`src/design/mmsb_pkg.sv`:
```
// ----------------------------------------------------------------------------
// mmsb_pkg
// Shared types and codes for the matrix multiply block: items, config,
// load bus, cell token and cell result.
// ----------------------------------------------------------------------------
package mmsb_pkg;

  localparam logic [1:0] ACT_LOAD_A  = 2'd0;
  localparam logic [1:0] ACT_LOAD_B  = 2'd1;
  localparam logic [1:0] ACT_COMPUTE = 2'd2;

  localparam logic [1:0] CFG_ROWS_A = 2'd0;
  localparam logic [1:0] CFG_COLS_A = 2'd1;
  localparam logic [1:0] CFG_ROWS_B = 2'd2;
  localparam logic [1:0] CFG_COLS_B = 2'd3;

  typedef struct packed {
    logic [1:0]         action;
    logic signed [31:0] elem_value;
    logic [2:0]         elem_row;
    logic [2:0]         elem_col;
  } in_item_t;

  typedef struct packed {
    logic signed [31:0] out_value;
    logic [2:0]         out_row;
    logic [2:0]         out_col;
    logic               last;
    logic               dim_error;
  } out_item_t;

  typedef struct packed {
    logic [3:0] rows_a;
    logic [3:0] cols_a;
    logic [3:0] rows_b;
    logic [3:0] cols_b;
  } cfg_t;

  typedef struct packed {
    logic               we_a;
    logic               we_b;
    logic [2:0]         row;
    logic [2:0]         col;
    logic signed [31:0] val;
  } ld_t;

  typedef struct packed {
    logic               vld;
    logic               sel_a;
    logic               first;
    logic               lastk;
    logic               rowlast;
    logic [2:0]         k;
    logic [2:0]         row;
    logic signed [31:0] val;
  } tok_t;

  typedef struct packed {
    logic               vld;
    logic               last;
    logic [2:0]         row;
    logic signed [31:0] val;
  } cres_t;

endpackage

```
`src/design/mmsb_seq.sv`:
```
// ----------------------------------------------------------------------------
// mmsb_seq
// Run sequencer: picks the product mode, holds the A store, and feeds one
// token per inner-product step into the head of the cell chain.
// ----------------------------------------------------------------------------
module mmsb_seq #(
  parameter int MAX_DIM = 8
) (
  input  logic                          clk,
  input  logic                          rst_n,
  input  logic                          start_cmp,
  input  mmsb_pkg::ld_t                 ld,
  input  mmsb_pkg::cfg_t                cfg,
  input  logic                          done,
  output logic                          busy,
  output logic                          err_vld,
  output mmsb_pkg::tok_t                tok,
  output logic [$clog2(MAX_DIM+1)-1:0]  nc
);
  import mmsb_pkg::*;

  localparam int IW = $clog2(MAX_DIM);
  localparam int DW = $clog2(MAX_DIM + 1);
  localparam int AW = $clog2(MAX_DIM * MAX_DIM);

  typedef enum logic [1:0] {ST_IDLE, ST_RUN, ST_DRAIN, ST_ERR} state_t;
  typedef enum logic [1:0] {MD_NORM, MD_ASC, MD_BSC} mode_t;

  function automatic logic [DW-1:0] eff_dim(input logic [3:0] v);
    if (v == 4'd0) begin
      return DW'(1);
    end else if (int'(v) > MAX_DIM) begin
      return DW'(MAX_DIM);
    end else begin
      return DW'(v);
    end
  endfunction

  logic signed [31:0] amem [MAX_DIM*MAX_DIM];
  logic signed [31:0] a_rd_r;
  logic signed [31:0] b00_r;
  state_t             state_r;
  mode_t              mode_r;
  logic [DW-1:0]      nr_r, nc_r, inner_r, span_r;
  logic [IW-1:0]      i_r, s_r;
  logic               err_r;
  tok_t               t1_r;
  tok_t               t0;
  logic [AW-1:0]      rd_addr;
  logic [DW-1:0]      ra, ca, rb, cb;
  logic               a_one, b_one;

  assign ra    = eff_dim(cfg.rows_a);
  assign ca    = eff_dim(cfg.cols_a);
  assign rb    = eff_dim(cfg.rows_b);
  assign cb    = eff_dim(cfg.cols_b);
  assign a_one = (ra == DW'(1)) && (ca == DW'(1));
  assign b_one = (rb == DW'(1)) && (cb == DW'(1));

  assign rd_addr = (mode_r == MD_NORM) ? AW'(int'(i_r) * MAX_DIM + int'(s_r)) : '0;

  always_comb begin
    t0         = '0;
    t0.vld     = (state_r == ST_RUN) && (DW'(s_r) < inner_r);
    t0.sel_a   = (mode_r == MD_BSC);
    t0.first   = (s_r == '0);
    t0.lastk   = (DW'(s_r) == inner_r - DW'(1));
    t0.rowlast = (DW'(i_r) == nr_r - DW'(1));
    t0.k       = (mode_r == MD_NORM) ? 3'(s_r) : 3'(i_r);
    t0.row     = 3'(i_r);
  end

  always_ff @(posedge clk) begin
    if (ld.we_a) begin
      amem[AW'(int'(ld.row) * MAX_DIM + int'(ld.col))] <= ld.val;
    end
    if (ld.we_b && ld.row == 3'd0 && ld.col == 3'd0) begin
      b00_r <= ld.val;
    end
    a_rd_r <= amem[rd_addr];
  end

  always_ff @(posedge clk) begin
    if (!rst_n) begin
      state_r <= ST_IDLE;
      mode_r  <= MD_NORM;
      err_r   <= 1'b0;
      t1_r    <= '0;
      i_r     <= '0;
      s_r     <= '0;
      nr_r    <= DW'(1);
      nc_r    <= DW'(1);
      inner_r <= DW'(1);
      span_r  <= DW'(1);
    end else begin
      t1_r <= t0;
      case (state_r)
        ST_IDLE: begin
          i_r <= '0;
          s_r <= '0;
          if (start_cmp) begin
            if (a_one) begin
              mode_r <= MD_ASC; nr_r <= rb; nc_r <= cb; inner_r <= DW'(1);
              span_r <= cb;
              state_r <= ST_RUN;
            end else if (b_one) begin
              mode_r <= MD_BSC; nr_r <= ra; nc_r <= ca; inner_r <= DW'(1);
              span_r <= ca;
              state_r <= ST_RUN;
            end else if (ca != rb) begin
              err_r   <= 1'b1;
              state_r <= ST_ERR;
            end else begin
              mode_r <= MD_NORM; nr_r <= ra; nc_r <= cb; inner_r <= ca;
              span_r <= (ca > cb) ? ca : cb;
              state_r <= ST_RUN;
            end
          end
        end
        ST_RUN: begin
          if (DW'(s_r) == span_r - DW'(1)) begin
            s_r <= '0;
            if (DW'(i_r) == nr_r - DW'(1)) begin
              state_r <= ST_DRAIN;
            end else begin
              i_r <= i_r + IW'(1);
            end
          end else begin
            s_r <= s_r + IW'(1);
          end
        end
        ST_DRAIN: begin
          if (done) begin
            state_r <= ST_IDLE;
          end
        end
        ST_ERR: begin
          err_r   <= 1'b0;
          state_r <= ST_IDLE;
        end
        default: state_r <= ST_IDLE;
      endcase
    end
  end

  always_comb begin
    tok     = t1_r;
    tok.val = t1_r.sel_a ? b00_r : a_rd_r;
  end

  assign busy    = (state_r != ST_IDLE);
  assign err_vld = err_r;
  assign nc      = nc_r;

endmodule

```
`config.mk`:
```
export PLATFORM = sky130hd
export DESIGN_NAME = mmsb_seq
export DESIGN_NICKNAME = d
export VERILOG_FILES = /design/src/design/mmsb_pkg.sv /design/src/design/mmsb_seq.sv
export SDC_FILE = /design/constraint.sdc
export NUM_CORES = 2
export LEC_CHECK = 0
export BUFFER_PORTS_ARGS = -buffer_cell sky130_fd_sc_hd__buf_2
export CORE_ASPECT_RATIO = 1.1
export CORE_MARGIN = 8
export CORE_UTILIZATION = 33
export DETAILED_ROUTE_END_ITERATION = 16
export PLACE_DENSITY_LB_ADDON = 0.15
export SETUP_SLACK_MARGIN = 0.5
export SLEW_MARGIN = 20
export SYNTH_ARGS = -nofsm -noshare
export SYNTH_HDL_FRONTEND = slang
export SYNTH_SLANG_ARGS = --single-unit
```
`constraint.sdc`:
```
create_clock -name clk -period 4.7 [get_ports clk]
set_input_delay 0 -clock clk [delete_from_list [all_inputs] [get_ports clk]]
set_output_delay 0 -clock clk [all_outputs]
set_load 0.02 [all_outputs]
```
Word-level counts from Yosys, hierarchy flattened --
Memory sizes are Yosys's and may differ from the RTL's. A register that Yosys moved wholly into a read port is not among the register bits. Cells that the tools add are included.
Storage, ports and cells: register bits after elaboration 70, bits in writable memories 2048, bits of input ports 60, output and inout port bits 49, logic and storage cells 120, memories 1
Cells by class: $add $sub $neg 7, magnitude comparators 6, equal/unequal tests 21, mux-type cells 47, reductions and logical operators 21
Memories:
- amem | words 64, bits a word 32, rd ports 1, clocked after Yosys merged registers in 1, wr ports 1, line mmsb_seq.sv:39 | logic signed [31:0] amem [MAX_DIM*MAX_DIM];
Operators with widths (count):
- $mux W4 | 21
- $mux W32 | 1
- $mux W2 | 10
- $eq A4 B1 Y1 const B | 4
- $gt A4 B4 Y1 const B | 4
- $logic_not A4 Y1 | 4
- $ne A2 B2 Y1 const B | 7
- $add A6 B3 Y6 | 2
- $eq A3 B4 Y1 | 3
- $mux W3 | 4
- $pmux W3 S2 | 2
- $sub A4 B1 Y4 const B | 3
- $logic_not A3 Y1 | 3
- $pmux W2 S4 | 1
- $add A3 B1 Y3 const B | 2
- $eq A2 B2 Y1 const B | 3
- $mux W1 | 6
- $mux W6 | 1
- $reduce_and A3 Y1 | 2
- $reduce_bool A2 Y1 | 3
- $logic_and A1 B1 Y1 | 5
- $reduce_and A5 Y1 | 1
- $gt A4 B4 Y1 | 1
- $logic_not A2 Y1 | 2
- 7 further kinds | 7

Logic depth before layout (Yosys ltp) --
depth after elaboration 9, mapped depth 11, gate-level depth less buffers 10

Least setup slack after synthesis --
Ideal clock, no wire load.
path type input -> register, start in ld[35] in the netlist's numbering, end mem amem[48][0], enable pin, library setup time 0.502 ns, arrival 3.431 ns, required time 4.198 ns, slack 0.767 ns, stages 3, path buffers 1, path through clkbuf_1 nand4b_1 nor4_1
Between the ends: word-level cells in the longest chain between the ends 1
RTL lines:
- from (decl) | line mmsb_seq.sv:12 | input mmsb_pkg::ld_t ld,
- $add A6 B3 Y6 | line mmsb_seq.sv:75 | amem[AW'(int'(ld.row) * MAX_DIM + int'(ld.col))] <= ld.val;
- to (decl) | line mmsb_seq.sv:39
No other way between the ends.

Worst setup path in the final report --
start reg s_r[1], end reg a_rd_r[7] (read register of amem)
Between the ends: word-level cells in the longest chain between the ends 2
RTL lines:
- from (decl) | line mmsb_seq.sv:45 | logic [IW-1:0] i_r, s_r;
- from (signal assigned) | line mmsb_seq.sv:129 | s_r <= s_r + IW'(1);
- $add A6 B3 Y6 | line mmsb_seq.sv:60 | assign rd_addr = (mode_r == MD_NORM) ? AW'(int'(i_r) * MAX_DIM + int'(s_r)) : '0;
- $mux W6 | line mmsb_seq.sv:60
- to (decl) | line mmsb_seq.sv:40 | logic signed [31:0] a_rd_r;
No other way between the ends. A chain may end at the register's enable or synchronous reset.

==> summary.txt <==
Hold path
  – Hold path start: ld[8]
  – Min-Delay Path Depth: 2
  – Hold/Removal Path Class: in2reg
  – Hold Crit Endpoint: amem[36][8]

Worst setup path
  – Critical path startpoint category: flip-flop
  – R2R Setup Slk: 1040 ps
  – Setup CP Type: reg2reg
  – Worst Path Max Fanout: 37
  – Worst path required time: 5480 ps
  – Worst r2r src: s_r[1]
  – FF-to-FF End: a_rd_r[7]
  – Reg2Reg Depth: 7
  – CP arrival: 4440 ps
  – Critical path endpoint category: flip-flop

Final layout
  – FF+latch area: 63,900 um^2
  – Area of the multi-input gates: 19,500 um^2
  – FILL cells: 23,700
  – Layout cell share with drive strength beyond 1: 15.4%
  – Final layout net count: 5,655
  – Area added between synthesis and finish: 16.0%

Drt
  – DRC viols: 0
  – Post-route ant nets: 0
  – Mean routed wirelength per cell: 30.5 um
  – First-pass DRT Iterations: 6
  – Vias: 49,800
  – Post-Route WL: 278,000 um
  – Initial DRC count: 5,217
  – Vias per cell: 5.47

STA
  – RSZ-0062 raised after global routing: false
  – Final period util: 77.9%
  – Final setup vio count: 0
  – Slew of the pin with the lowest slew margin: 1190 ps
  – Clock skew: 38.9 ps
  – Period minus WS final: 3660 ps
  – Final Hold Fails: 0
  – Slew Limit Headroom: 20.4%
  – Peak Freq: 273 MHz
  – Final TNS setup: 0 ps
  – Slew Limit Fails: 0
  – Worst Setup Slack, final: 1040 ps

Clock tree
  – H-tree levels: 4
  – Clk sinks: 2,150
  – Setup repair bufs after CTS: 0
  – CTS Buf Count: 229
  – Root Buffer Master: clkbuf_16
  – Clock Pin Slew Worst Setup and Hold Paths: 60 ps
  – Worst-Skew Late Latency: 890 ps
  – Clk buf depth: 4
  – TritonCTS clock tree: done

Synthesis
  – Most used DFF post-synth: edfxtp_1
  – Mapped Nets: 5,389
  – Cell taking the most area after synthesis: edfxtp_1
  – Synthesized area per cell: 15.9 um^2
  – Sequential area share after synthesis: 75.5%
  – Synth warn: 0
  – Largest cells by area after synthesis: edfxtp_1, mux2i_1, a21oi_1
  – Ys async rst share: 0%
  – Synth top area share: 73.8%
  – Post-Syn Area: 84,600 um^2
  – Cells after synthesis: 5,316
  – Synth Register Bits: 2,150
  – Synth cell types: 71
  – Number of synthesized flops with an enable pin: 2,080

Pwr
  – VDD IR-drop max: 284 uV
  – Pleak: 30.2 nW
  – Total power: 41.9 mW
  – Pwr per Cell Area: 427 nW/um^2

Floorplan
  – Die width: 499 um
  – Die ar.: 273,000 um^2
  – I/O pin count: 109
  – Initial Utilization: 33.1%
  – Core Box Area: 256,000 um^2
  – Rows: 195
  – Die height: 547 um

GRT
  – Pin count of the biggest net entering global routing: 138
  – Initial antenna violation count: 32
  – Grt ovf: 0
  – Vias in the first global route: 48,800
  – Total GRT Usage: 19.6%
  – First-pass GRT wire length: 391,000 um

Outcome
  – Status: completed

Job
  – Max-Cap Viols: 0

Place
  – Pre-CTS WS: 1120 ps
  – RePlAce Congestion: 0.813
  – PortBufs: 108
  – DP Wirelength: 164,000 um
[worst max path at each step]
stage,endpoint,cells after the start,slack (ps),start
final,a_rd_r[7],7,1040,s_r[1]
after global routing,a_rd_r[18],8,990,s_r[1]
after CTS,a_rd_r[7],7,1080,s_r[1]
after detailed placement,a_rd_r[7],7,1120,s_r[1]
after global placement,a_rd_r[7],7,1190,s_r[1]
after floorplan,amem[48][0],3,770,ld[35]
[final cells by class]
cell class | instances | area share, %
Antenna cell | 8 | 0.0204
Timing Repair Buffer | 408 | 3.47
Inverter | 22 | 0.0855
Clock buffer | 307 | 6.26
Tap cell | 3349 | 4.27
Clock inverter | 105 | 0.863
Sequential cell | 2150 | 65.1
Multi-Input combinational cell | 2771 | 19.9
[synthesized netlist by cell type (37+ instances only)]
master,n
edfxtp_1,2080
mux2i_1,439
a21oi_1,429
nor2_1,357
clkbuf_1,223
nand2_1,212
o21ai_0,200
mux2_2,175
a22oi_1,153
o22ai_1,132
buf_2,81
nand3_1,80
a2bb2oi_1,73
dfxtp_1,70
a221oi_1,66
o221ai_1,45
nor3_1,42
or4_1,37
[cell usage in the layout, fill, tap and decap left out, types with 39 or more instances in the layout]
master / synthesis / routed
dlygate4sd3_1: 0 / 81
nor2_4: 1 / 65
nor2_1: 357 / 292
o221ai_1: 45 / 45
dfxtp_1: 70 / 66
a2bb2oi_1: 73 / 73
o21ai_0: 200 / 200
buf_2: 81 / 108
clkbuf_16: 0 / 229
a22oi_1: 153 / 153
clkinv_1: 1 / 59
edfxtp_1: 2080 / 2080
nand3_1: 80 / 80
nand2_1: 212 / 212
o22ai_1: 132 / 132
a21oi_1: 429 / 429
a221oi_1: 66 / 66
nor3_1: 42 / 39
clkbuf_1: 223 / 66
buf_4: 28 / 188
mux2_2: 175 / 175
mux2i_1: 439 / 439
[layer usage]
metal	vias up	global-route usage [%]	wire length (um)
met5	-	0	27
met4	4	4.83	6740
met3	347	3.07	16500
met2	1647	32.3	132000
met1	26200	27.3	122000
li1	21600	-	-
[state kept, by name, indices dropped and copies added, names as in the netlist]
signal and flops:
b00_r 32, a_rd_r 32, i_r 3, s_r 3
amem 2048, nc 4, span_r 4, state_r 2
inner_r 4, nr_r 4, mode_r 2, tok 11
err_vld 1
[metrics by stage]
stage	std cells	instance area [um^2]	hold slack [ps]	util, %
5_1_grt	9113	98100	49.1	38.4
4_1_cts	9112	98100	2.43	38.4
3_5_place_dp	8619	90300	313	35.3
2_1_floorplan	5316	84600	98.9	-
6_report	9120	98100	50.4	38.4
3_3_place_gp	8615	90200	296	35.3
[power by group]
group | total (mW) | internal (mW) | switching, mW
Clock | 17.3 | 9.74 | 7.53
Combinational | 3.10 | 1.02 | 2.08
Sequential | 21.5 | 21.3 | 0.255
Total | 41.9 | 32.0 | 9.87
[worst max-delay path, stage by stage, from the launching register on]
cell	delay, ps
dfxtp_4	760
or3b_4	700
buf_4	320
o2bb2ai_1	390
o32ai_1	150
a211o_1	280
or4_1	590
nor3_1	290
[logic make-up (layout without fill, tap and decap cells)]
family          after synthesis  in the layout  synth area share [%]
fa+ha+maj                    13             13                 0.192
xor+xnor                     13             13                 0.135
buf+inv                     395            842                  2.14
simple gates                795            795                  4.19
mux                         614            614                  7.52
other cells                   0              8                     0
flops                      2150           2150                  75.5
compound gates             1336           1336                  10.3
[repair_timing]
action                    4_1_cts  5_1_grt
hold endpoints to repair     2272        0
hold buffers                   81        0
gates resized for setup         0        0
No activity file was read; power rests on OpenSTA's default activity.
