<file path="config.mk">
export PLATFORM = sky130hd
export DESIGN_NAME = mmsb_cell
export DESIGN_NICKNAME = d
export VERILOG_FILES = /design/src/design/mmsb_pkg.sv /design/src/design/mmsb_cell.sv
export SDC_FILE = /design/constraint.sdc
export NUM_CORES = 2
export LEC_CHECK = 0
export BUFFER_PORTS_ARGS = -buffer_cell sky130_fd_sc_hd__buf_2
export CAP_MARGIN = 40
export CORE_MARGIN = 5
export CORE_UTILIZATION = 40
export DETAILED_ROUTE_END_ITERATION = 6
export SYNTH_ARGS = -nofsm -noshare
export SYNTH_HDL_FRONTEND = slang
export SYNTH_SLANG_ARGS = --single-unit
export TNS_END_PERCENT = 10
</file>
<file path="constraint.sdc">
create_clock -name clk -period 16.2 [get_ports clk]
set_input_delay 3.24 -clock clk [delete_from_list [all_inputs] [get_ports clk]]
set_output_delay 3.24 -clock clk [all_outputs]
set_load 0.02 [all_outputs]
</file>
<file path="src/design/mmsb_pkg.sv">
// ----------------------------------------------------------------------------
// mmsb_pkg
// Shared types and codes for the matrix multiply block: items, config,
// load bus, cell token and cell result.
// ----------------------------------------------------------------------------
package mmsb_pkg;

  localparam logic [1:0] ACT_LOAD_A  = 2'd0;
  localparam logic [1:0] ACT_LOAD_B  = 2'd1;
  localparam logic [1:0] ACT_COMPUTE = 2'd2;

  localparam logic [1:0] CFG_ROWS_A = 2'd0;
  localparam logic [1:0] CFG_COLS_A = 2'd1;
  localparam logic [1:0] CFG_ROWS_B = 2'd2;
  localparam logic [1:0] CFG_COLS_B = 2'd3;

  typedef struct packed {
    logic [1:0]         action;
    logic signed [31:0] elem_value;
    logic [2:0]         elem_row;
    logic [2:0]         elem_col;
  } in_item_t;

  typedef struct packed {
    logic signed [31:0] out_value;
    logic [2:0]         out_row;
    logic [2:0]         out_col;
    logic               last;
    logic               dim_error;
  } out_item_t;

  typedef struct packed {
    logic [3:0] rows_a;
    logic [3:0] cols_a;
    logic [3:0] rows_b;
    logic [3:0] cols_b;
  } cfg_t;

  typedef struct packed {
    logic               we_a;
    logic               we_b;
    logic [2:0]         row;
    logic [2:0]         col;
    logic signed [31:0] val;
  } ld_t;

  typedef struct packed {
    logic               vld;
    logic               sel_a;
    logic               first;
    logic               lastk;
    logic               rowlast;
    logic [2:0]         k;
    logic [2:0]         row;
    logic signed [31:0] val;
  } tok_t;

  typedef struct packed {
    logic               vld;
    logic               last;
    logic [2:0]         row;
    logic signed [31:0] val;
  } cres_t;

endpackage

</file>
<file path="src/design/mmsb_cell.sv">
// ----------------------------------------------------------------------------
// mmsb_cell
// One column cell: holds column COL of A and B, multiplies the passing
// token by its local element, accumulates a dot product and saturates it.
// ----------------------------------------------------------------------------
module mmsb_cell #(
  parameter int MAX_DIM   = 8,
  parameter int FRAC_BITS = 16,
  parameter int COL       = 0
) (
  input  logic                          clk,
  input  logic                          rst_n,
  input  mmsb_pkg::ld_t                 ld,
  input  logic [$clog2(MAX_DIM+1)-1:0]  nc,
  input  mmsb_pkg::tok_t                tok_in,
  output mmsb_pkg::tok_t                tok_out,
  output mmsb_pkg::cres_t               res
);
  import mmsb_pkg::*;

  localparam int IW = $clog2(MAX_DIM);
  localparam int DW = $clog2(MAX_DIM + 1);
  localparam int AW = 64 + IW + 1;

  logic signed [31:0]   amem [MAX_DIM];
  logic signed [31:0]   bmem [MAX_DIM];
  tok_t                 tok_r;
  logic signed [31:0]   opnd_r;
  logic signed [63:0]   prod_r;
  logic                 p_vld_r, p_first_r, p_lastk_r, p_rowlast_r;
  logic [2:0]           p_row_r;
  logic signed [AW-1:0] acc_r;
  logic signed [AW-1:0] acc_nxt;
  logic                 d_vld_r, d_rowlast_r;
  logic [2:0]           d_row_r;
  logic signed [AW-1:0] shf;
  logic signed [31:0]   sat;
  logic                 fits;
  cres_t                res_r;

  wire ld_here = (ld.col == 3'(COL));

  always_ff @(posedge clk) begin
    if (ld.we_a && ld_here) begin
      amem[ld.row[IW-1:0]] <= ld.val;
    end
    if (ld.we_b && ld_here) begin
      bmem[ld.row[IW-1:0]] <= ld.val;
    end
    opnd_r <= tok_in.sel_a ? amem[tok_in.k[IW-1:0]] : bmem[tok_in.k[IW-1:0]];
  end

  assign acc_nxt = (p_first_r ? '0 : acc_r) + AW'(prod_r);
  assign shf     = acc_r >>> FRAC_BITS;
  assign fits    = (&shf[AW-1:31]) || !(|shf[AW-1:31]);
  assign sat     = fits ? shf[31:0] : (shf[AW-1] ? 32'sh80000000 : 32'sh7FFFFFFF);

  always_ff @(posedge clk) begin
    if (!rst_n) begin
      tok_r     <= '0;
      p_vld_r   <= 1'b0;
      d_vld_r   <= 1'b0;
      res_r.vld <= 1'b0;
    end else begin
      tok_r       <= tok_in;
      p_vld_r     <= tok_r.vld;
      p_first_r   <= tok_r.first;
      p_lastk_r   <= tok_r.lastk;
      p_rowlast_r <= tok_r.rowlast;
      p_row_r     <= tok_r.row;
      prod_r      <= $signed(tok_r.val) * $signed(opnd_r);
      if (p_vld_r) begin
        acc_r <= acc_nxt;
      end
      d_vld_r     <= p_vld_r && p_lastk_r;
      d_rowlast_r <= p_rowlast_r;
      d_row_r     <= p_row_r;
      res_r.vld   <= d_vld_r && (DW'(COL) < nc);
      res_r.last  <= d_rowlast_r && (DW'(COL) == nc - DW'(1));
      res_r.row   <= d_row_r;
      res_r.val   <= sat;
    end
  end

  assign tok_out = tok_r;
  assign res     = res_r;

endmodule

</file>
Yosys cells after proc, flatten, opt, wreduce, memory -nomap -nowiden
Memories as Yosys holds them, arrays and structs flattened.
Index checks and enable logic that the tools add are counted.
- add/sub/neg operators: 2
- reduce and logical (&&, ||, !) cells: 12
- magnitude comparators: 1
- multiplexer cells: 8
- multiply operators: 1
- operators with widths (cell ; count):
    32-bit two-way mux ; 3
    68-bit adder ; 1
    68-bit two-way mux ; 1
    32-bit by 32-bit multiplier with 64-bit output ; 1
    21-bit AND reduction ; 1
    21-bit OR reduction ; 1
    1-bit logical AND ; 5
    4-bit zero test ; 1
    1-bit by 4-bit less-than comparator with 1-bit output, first input constant ; 1
    1-bit two-way mux ; 4
    4-bit by 1-bit subtractor with 4-bit output, second input constant ; 1
    3-bit zero test ; 1
    2-bit AND reduction ; 1
    1-bit zero test ; 1
    1-bit logical OR ; 1
- flip-flop bits (word level): 256
- memories kept: 2
- output and inout port bits: 80
- word-level logic and storage cells: 49
- memory bits (writable): 512
- memories (memory ; depth ; width ; rd ports ; clocked after memory_dff ; wr ports ; line ; source):
    amem ; 8 ; 32 ; 1 ; 0 ; 1 ; mmsb_cell.sv:25 ; logic signed [31:0] amem [MAX_DIM];
    bmem ; 8 ; 32 ; 1 ; 0 ; 1 ; mmsb_cell.sv:26 ; logic signed [31:0] bmem [MAX_DIM];

Logic depth before layout (Yosys ltp)
- depth in word-level cells: 4
- depth in mapped cells: 28

Least setup slack after synthesis
No wires, ideal clock.
- path type: register to register
- from: register tok_r, in the netlist tok_out[31]
- to: register prod_r[61] (data pin)
- setup time: 263 ps
- buffers on the path: 2
- clock period less this slack: 8186 ps
- stages on the path, launching flop included: 26
- setup slack: 8014 ps
- arrival time: 7923 ps
- data required time: 15937 ps
- path through: dfxtp_1 > clkbuf_1 > nand2_1 > inv_1 > fa_1 > fa_1 > fa_1 > inv_1 > fa_1 > inv_1 > fa_1 > fa_1 > inv_1 > fa_1 > inv_1 > fa_1 > ha_1 > clkbuf_1 > a21o_1 > a211oi_1 > nand2_1 > or2_2 > o21ai_1 > o32ai_1 > o41ai_2 > xnor2_1
- longest elaborated chain between the ends: 1
- RTL lines (what ; line ; source):
    from (decl) ; mmsb_cell.sv:27 ; tok_t tok_r;
    from (signal assigned) ; mmsb_cell.sv:65 ; tok_r <= tok_in;
    32-bit by 32-bit multiplier with 64-bit output ; mmsb_cell.sv:71 ; prod_r <= $signed(tok_r.val) * $signed(opnd_r);
    to (signal assigned) ; mmsb_cell.sv:71 ;
    to (decl) ; mmsb_cell.sv:29 ; logic signed [63:0] prod_r;
No other way between the ends.
A chain may end at the register's enable or synchronous reset.

Worst setup path in the final report
- from: register opnd_r[2]
- to: register prod_r[61] (data pin)
- longest elaborated chain between the ends: 1
- RTL lines (what ; line ; source):
    from (decl) ; mmsb_cell.sv:28 ; logic signed [31:0] opnd_r;
    from (signal assigned) ; mmsb_cell.sv:50 ; opnd_r <= tok_in.sel_a ? amem[tok_in.k[IW-1:0]] : bmem[tok_in.k[IW-1:0]];
    32-bit by 32-bit multiplier with 64-bit output ; mmsb_cell.sv:71 ;
No other way between the ends.

==> results.md <==
- Instance count after placement with tap cells included: 7,813
- Synthesis warning total: 0
- Post-DR vias/cell: 5.188
- Minimum setup slack after placement: 7.512 ns
- Largest area contributor in the netlist: sky130_fd_sc_hd__fa_1
- Highest clock frequency the design can meet: approximately 120 MHz
- Portion of synthesized cell area occupied by the leading cell type: between 30% and 40%
- Grt ovf: 0
- Post-cts sizing count: 0
- Clock-pin slew on the worst setup and hold paths: about 0.060 ns
- Highest-count cells in the layout ignoring fill and taps: 1,083 x sky130_fd_sc_hd__fa_1, 977 x sky130_fd_sc_hd__inv_1, 690 x sky130_fd_sc_hd__edfxtp_1, 572 x sky130_fd_sc_hd__and2_1, 555 x sky130_fd_sc_hd__nand2_1
- Final critical-path share of the clock period: about 53%
- Vias in the first global route: 45.41k
- Max Transition Viols Final: 0
- Avg Cell Area, Syn: between 10 and 15 µm²
- Series of cell instances along the critical path: buf_4 -> nand2_1 -> inv_1 -> fa_1 -> fa_1 -> fa_1 -> inv_1 -> fa_1 -> inv_1 -> fa_1 -> fa_1 -> inv_1 -> fa_1 -> inv_1 -> fa_1 -> ha_1 -> a21o_1 -> a211oi_1 -> nand2_1 -> or2_2 -> o21ai_1 -> o32ai_1 -> o41ai_2 -> xnor2_1
- Maximum number of pins on one net before global-route repair: 69
- Number of sinks handled by clock tree synthesis: 768
- Max-capacitance violation count: 0
- Number of buffers created by CTS: 85
- Netlist cell types: 77
- Starting DRT DRC Count: 3,185
- Starting utilization of the core area: 40.31%
- Fraction of registers with async set or reset after synthesis: 0%
- Number of antenna violations at the first check in global routing: 11
- Most frequent standard cell in the layout excluding fill and tap cells: sky130_fd_sc_hd__fa_1
- Hold violation total from the final report: 0
- Worst Path Class, Setup: reg -> reg
- Relative area change from synthesis to final layout: 9.679%
- Number of buffers added to fix hold violations after cts: 0
- Total length of routed wires: approximately 170 mm
- Worst Path Buf+Inv: 6
- Total GRT Usage: between 10% and 20%
- Synth Net Count: 7,059
- Root buffer cell: sky130_fd_sc_hd__clkbuf_16
- Syn Inst Count: roughly 5.6k
- Wire length of the first global-routing pass: 267.4 mm
- Cell family with most CP delay: adder cells
- RePlAce Congestion: slightly below 0.9
- Required time of the critical path: 16.63 ns
- Overall die height: approximately 420 µm
- GR Util met3: 4.221%
- Grt met1 use: between 20% and 30%
- Top area cells in the synthesized netlist: sky130_fd_sc_hd__fa_1 32%, sky130_fd_sc_hd__edfxtp_1 31%, sky130_fd_sc_hd__inv_1 5.4%
- Final worst slack: 7.552 ns
- Flop2flop setup slack: 7.55 ns
- Post-synth EDFFs: between 600 and 700
- Crit path capture type: flip-flop
- Final routed DRC violation total: 0
- Drt wl/cell: ~21 µm
- Critical path's slowest cell: sky130_fd_sc_hd__fa_1
- Ratio of cells with drive above 1 in the final layout: 10.71%
- Most frequently used flop master after synthesis: sky130_fd_sc_hd__edfxtp_1
- Normalized max-slew margin: 40.52%
- First-pass iteration count of the detailed router: 5
- Maximum clock path buffer count: 3
- Core region area: around 170,000 µm²
- # port buffers: 168
- CTS tree: done
- Final setup violation count: 0
- Die boundary width: 421.0 µm
- Global routing usage on met2: slightly above 30%
- Post-layout net count: between 7k and 8k
- Via count of the routed design: 41.38k
- Delay contributed by the slowest stage of the critical path: 0.88 ns
- Result of the run: complete, no violations
- Final HPWL DP: 122.0 mm
- Critical path data arrival time: ~9.1 ns
- Number of H-tree levels: 3
- Area of the die: 177,200 µm²
- Startpoint class of the critical path: flip-flop
- Clk Latency, worst-skew pair: 0.72 ns
- Sum of negative setup slack: 0 ns
- Proportion of synthesized chip area in sequential cells: 32.98%
- FF+latch count, synth: 768
- Total setup buffers inserted after CTS: 0
- Top-level port count: 169
- Post-layout utilization of the core: 44.21%
- Post-layout minimum cycle time: 8.648 ns
- Cell area after technology mapping: 67,560 µm²
- Cell repeated most along the worst path: sky130_fd_sc_hd__fa_1
- Routed Antenna Nets: 0
- Crit Path Max Fanout: 32
- Class of the tightest hold or removal check: reg -> reg
- Count of non-filler cells in the finished layout: 7,976
- Final worst clock skew: 0.07677 ns
- RSZ-0062 raised after global routing: false
- Slew at the pin with the worst max-slew slack: roughly 0.9 ns
- Layer with the highest usage: met2
- Number of rows created at floorplan: 150
==> state kept, by name, summed over array words and instances (netlist names) <==
signal / count
d_row_r: 3
d_vld_r: 1
prod_r: 64
p_rowlast_r: 1
p_lastk_r: 1
res: 37
tok_out: 43
acc_r: 68
opnd_r: 32
bmem: 256
p_vld_r: 1
amem: 256
p_row_r: 3
p_first_r: 1
d_rowlast_r: 1
==> path summary, 6_finish.rpt <==
path | cells after the start | to | startpoint
hold / removal | 0 | res[34]$_DFFE_PP_ | d_row_r[2]$_DFFE_PP_
hold reg to reg | 0 | res[34]$_DFFE_PP_ | d_row_r[2]$_DFFE_PP_
setup / recovery | 24 | prod_r[61]$_DFFE_PP_ | opnd_r[2]$_DFF_P_
setup reg to reg | 24 | prod_r[61]$_DFFE_PP_ | opnd_r[2]$_DFF_P_
==> kinds of logic after synthesis <==
group / share of synthesized area [%]
and+or+nand+nor: 11.29
xor gates and xnor gates: 1.750
DFF: 32.98
buffers and inverters: 7.073
muxes: 5.334
adders and majority gates: 36.74
AOI/OAI and AO/OA: 4.827
==> cells in the mapped netlist (23+ instances only) <==
| master | number |
|---|---|
| sky130_fd_sc_hd__nand3_1 | 35 |
| sky130_fd_sc_hd__inv_1 | 977 |
| sky130_fd_sc_hd__nand2_1 | 555 |
| sky130_fd_sc_hd__a21oi_1 | 137 |
| sky130_fd_sc_hd__ha_1 | 251 |
| sky130_fd_sc_hd__o21bai_1 | 23 |
| sky130_fd_sc_hd__xnor2_1 | 97 |
| sky130_fd_sc_hd__mux4_2 | 160 |
| sky130_fd_sc_hd__nor2_1 | 95 |
| sky130_fd_sc_hd__and2_1 | 573 |
| sky130_fd_sc_hd__edfxtp_1 | 690 |
| sky130_fd_sc_hd__dfxtp_1 | 78 |
| sky130_fd_sc_hd__a21o_1 | 111 |
| sky130_fd_sc_hd__nand2b_1 | 25 |
| sky130_fd_sc_hd__nand4_1 | 36 |
| sky130_fd_sc_hd__xor2_1 | 38 |
| sky130_fd_sc_hd__fa_1 | 1083 |
| sky130_fd_sc_hd__clkbuf_1 | 267 |
| sky130_fd_sc_hd__nor2b_1 | 85 |
| sky130_fd_sc_hd__o21ai_0 | 72 |
==> metal layers <==
layer | routed length, µm | share of wire [%]
met1 | 75160 | 45
met2 | 77040 | 46
met3 | 12470 | 7.4
met4 | 3479 | 2.1
met5 | 55 | 0.033
==> per-stage QoR <==
stage	cell area [µm²]	hold WS (ns)
2_1_floorplan	67560	0.4003
4_1_cts	74090	0.4194
3_3_place_gp	70870	0.4040
6_report	74090	0.4171
3_5_place_dp	71020	0.4073
5_1_grt	74090	0.4295
==> worst reg2reg max path: stages, from the launching register on <==
cell and delay, ns:
sky130_fd_sc_hd__dfxtp_1 0.31, sky130_fd_sc_hd__buf_4 0.33, sky130_fd_sc_hd__nand2_1 0.17, sky130_fd_sc_hd__inv_1 0.16, sky130_fd_sc_hd__fa_1 0.46, sky130_fd_sc_hd__fa_1 0.48, sky130_fd_sc_hd__fa_1 0.88, sky130_fd_sc_hd__inv_1 0.14
sky130_fd_sc_hd__fa_1 0.59, sky130_fd_sc_hd__inv_1 0.56, sky130_fd_sc_hd__fa_1 0.56, sky130_fd_sc_hd__fa_1 0.54, sky130_fd_sc_hd__inv_1 0.05, sky130_fd_sc_hd__fa_1 0.47, sky130_fd_sc_hd__inv_1 0.05, sky130_fd_sc_hd__fa_1 0.45
sky130_fd_sc_hd__ha_1 0.40, sky130_fd_sc_hd__a21o_1 0.23, sky130_fd_sc_hd__a211oi_1 0.42, sky130_fd_sc_hd__nand2_1 0.12, sky130_fd_sc_hd__or2_2 0.30, sky130_fd_sc_hd__o21ai_1 0.17, sky130_fd_sc_hd__o32ai_1 0.16, sky130_fd_sc_hd__o41ai_2 0.29
sky130_fd_sc_hd__xnor2_1 0.11
==> cell type report <==
class	instances	area [µm²]
clock inverter	37	609.3
tap	2204	2758
multi-input combinational	3598	40610
antenna	3	7.507
inverter	977	3667
clock buffer	123	2461
sequential	768	22280
fill	15325	93500
timing repair buffer	266	1694
Power is not shown: default switching activity piles up to over one toggle a cycle in this logic, so the estimate is an artifact.
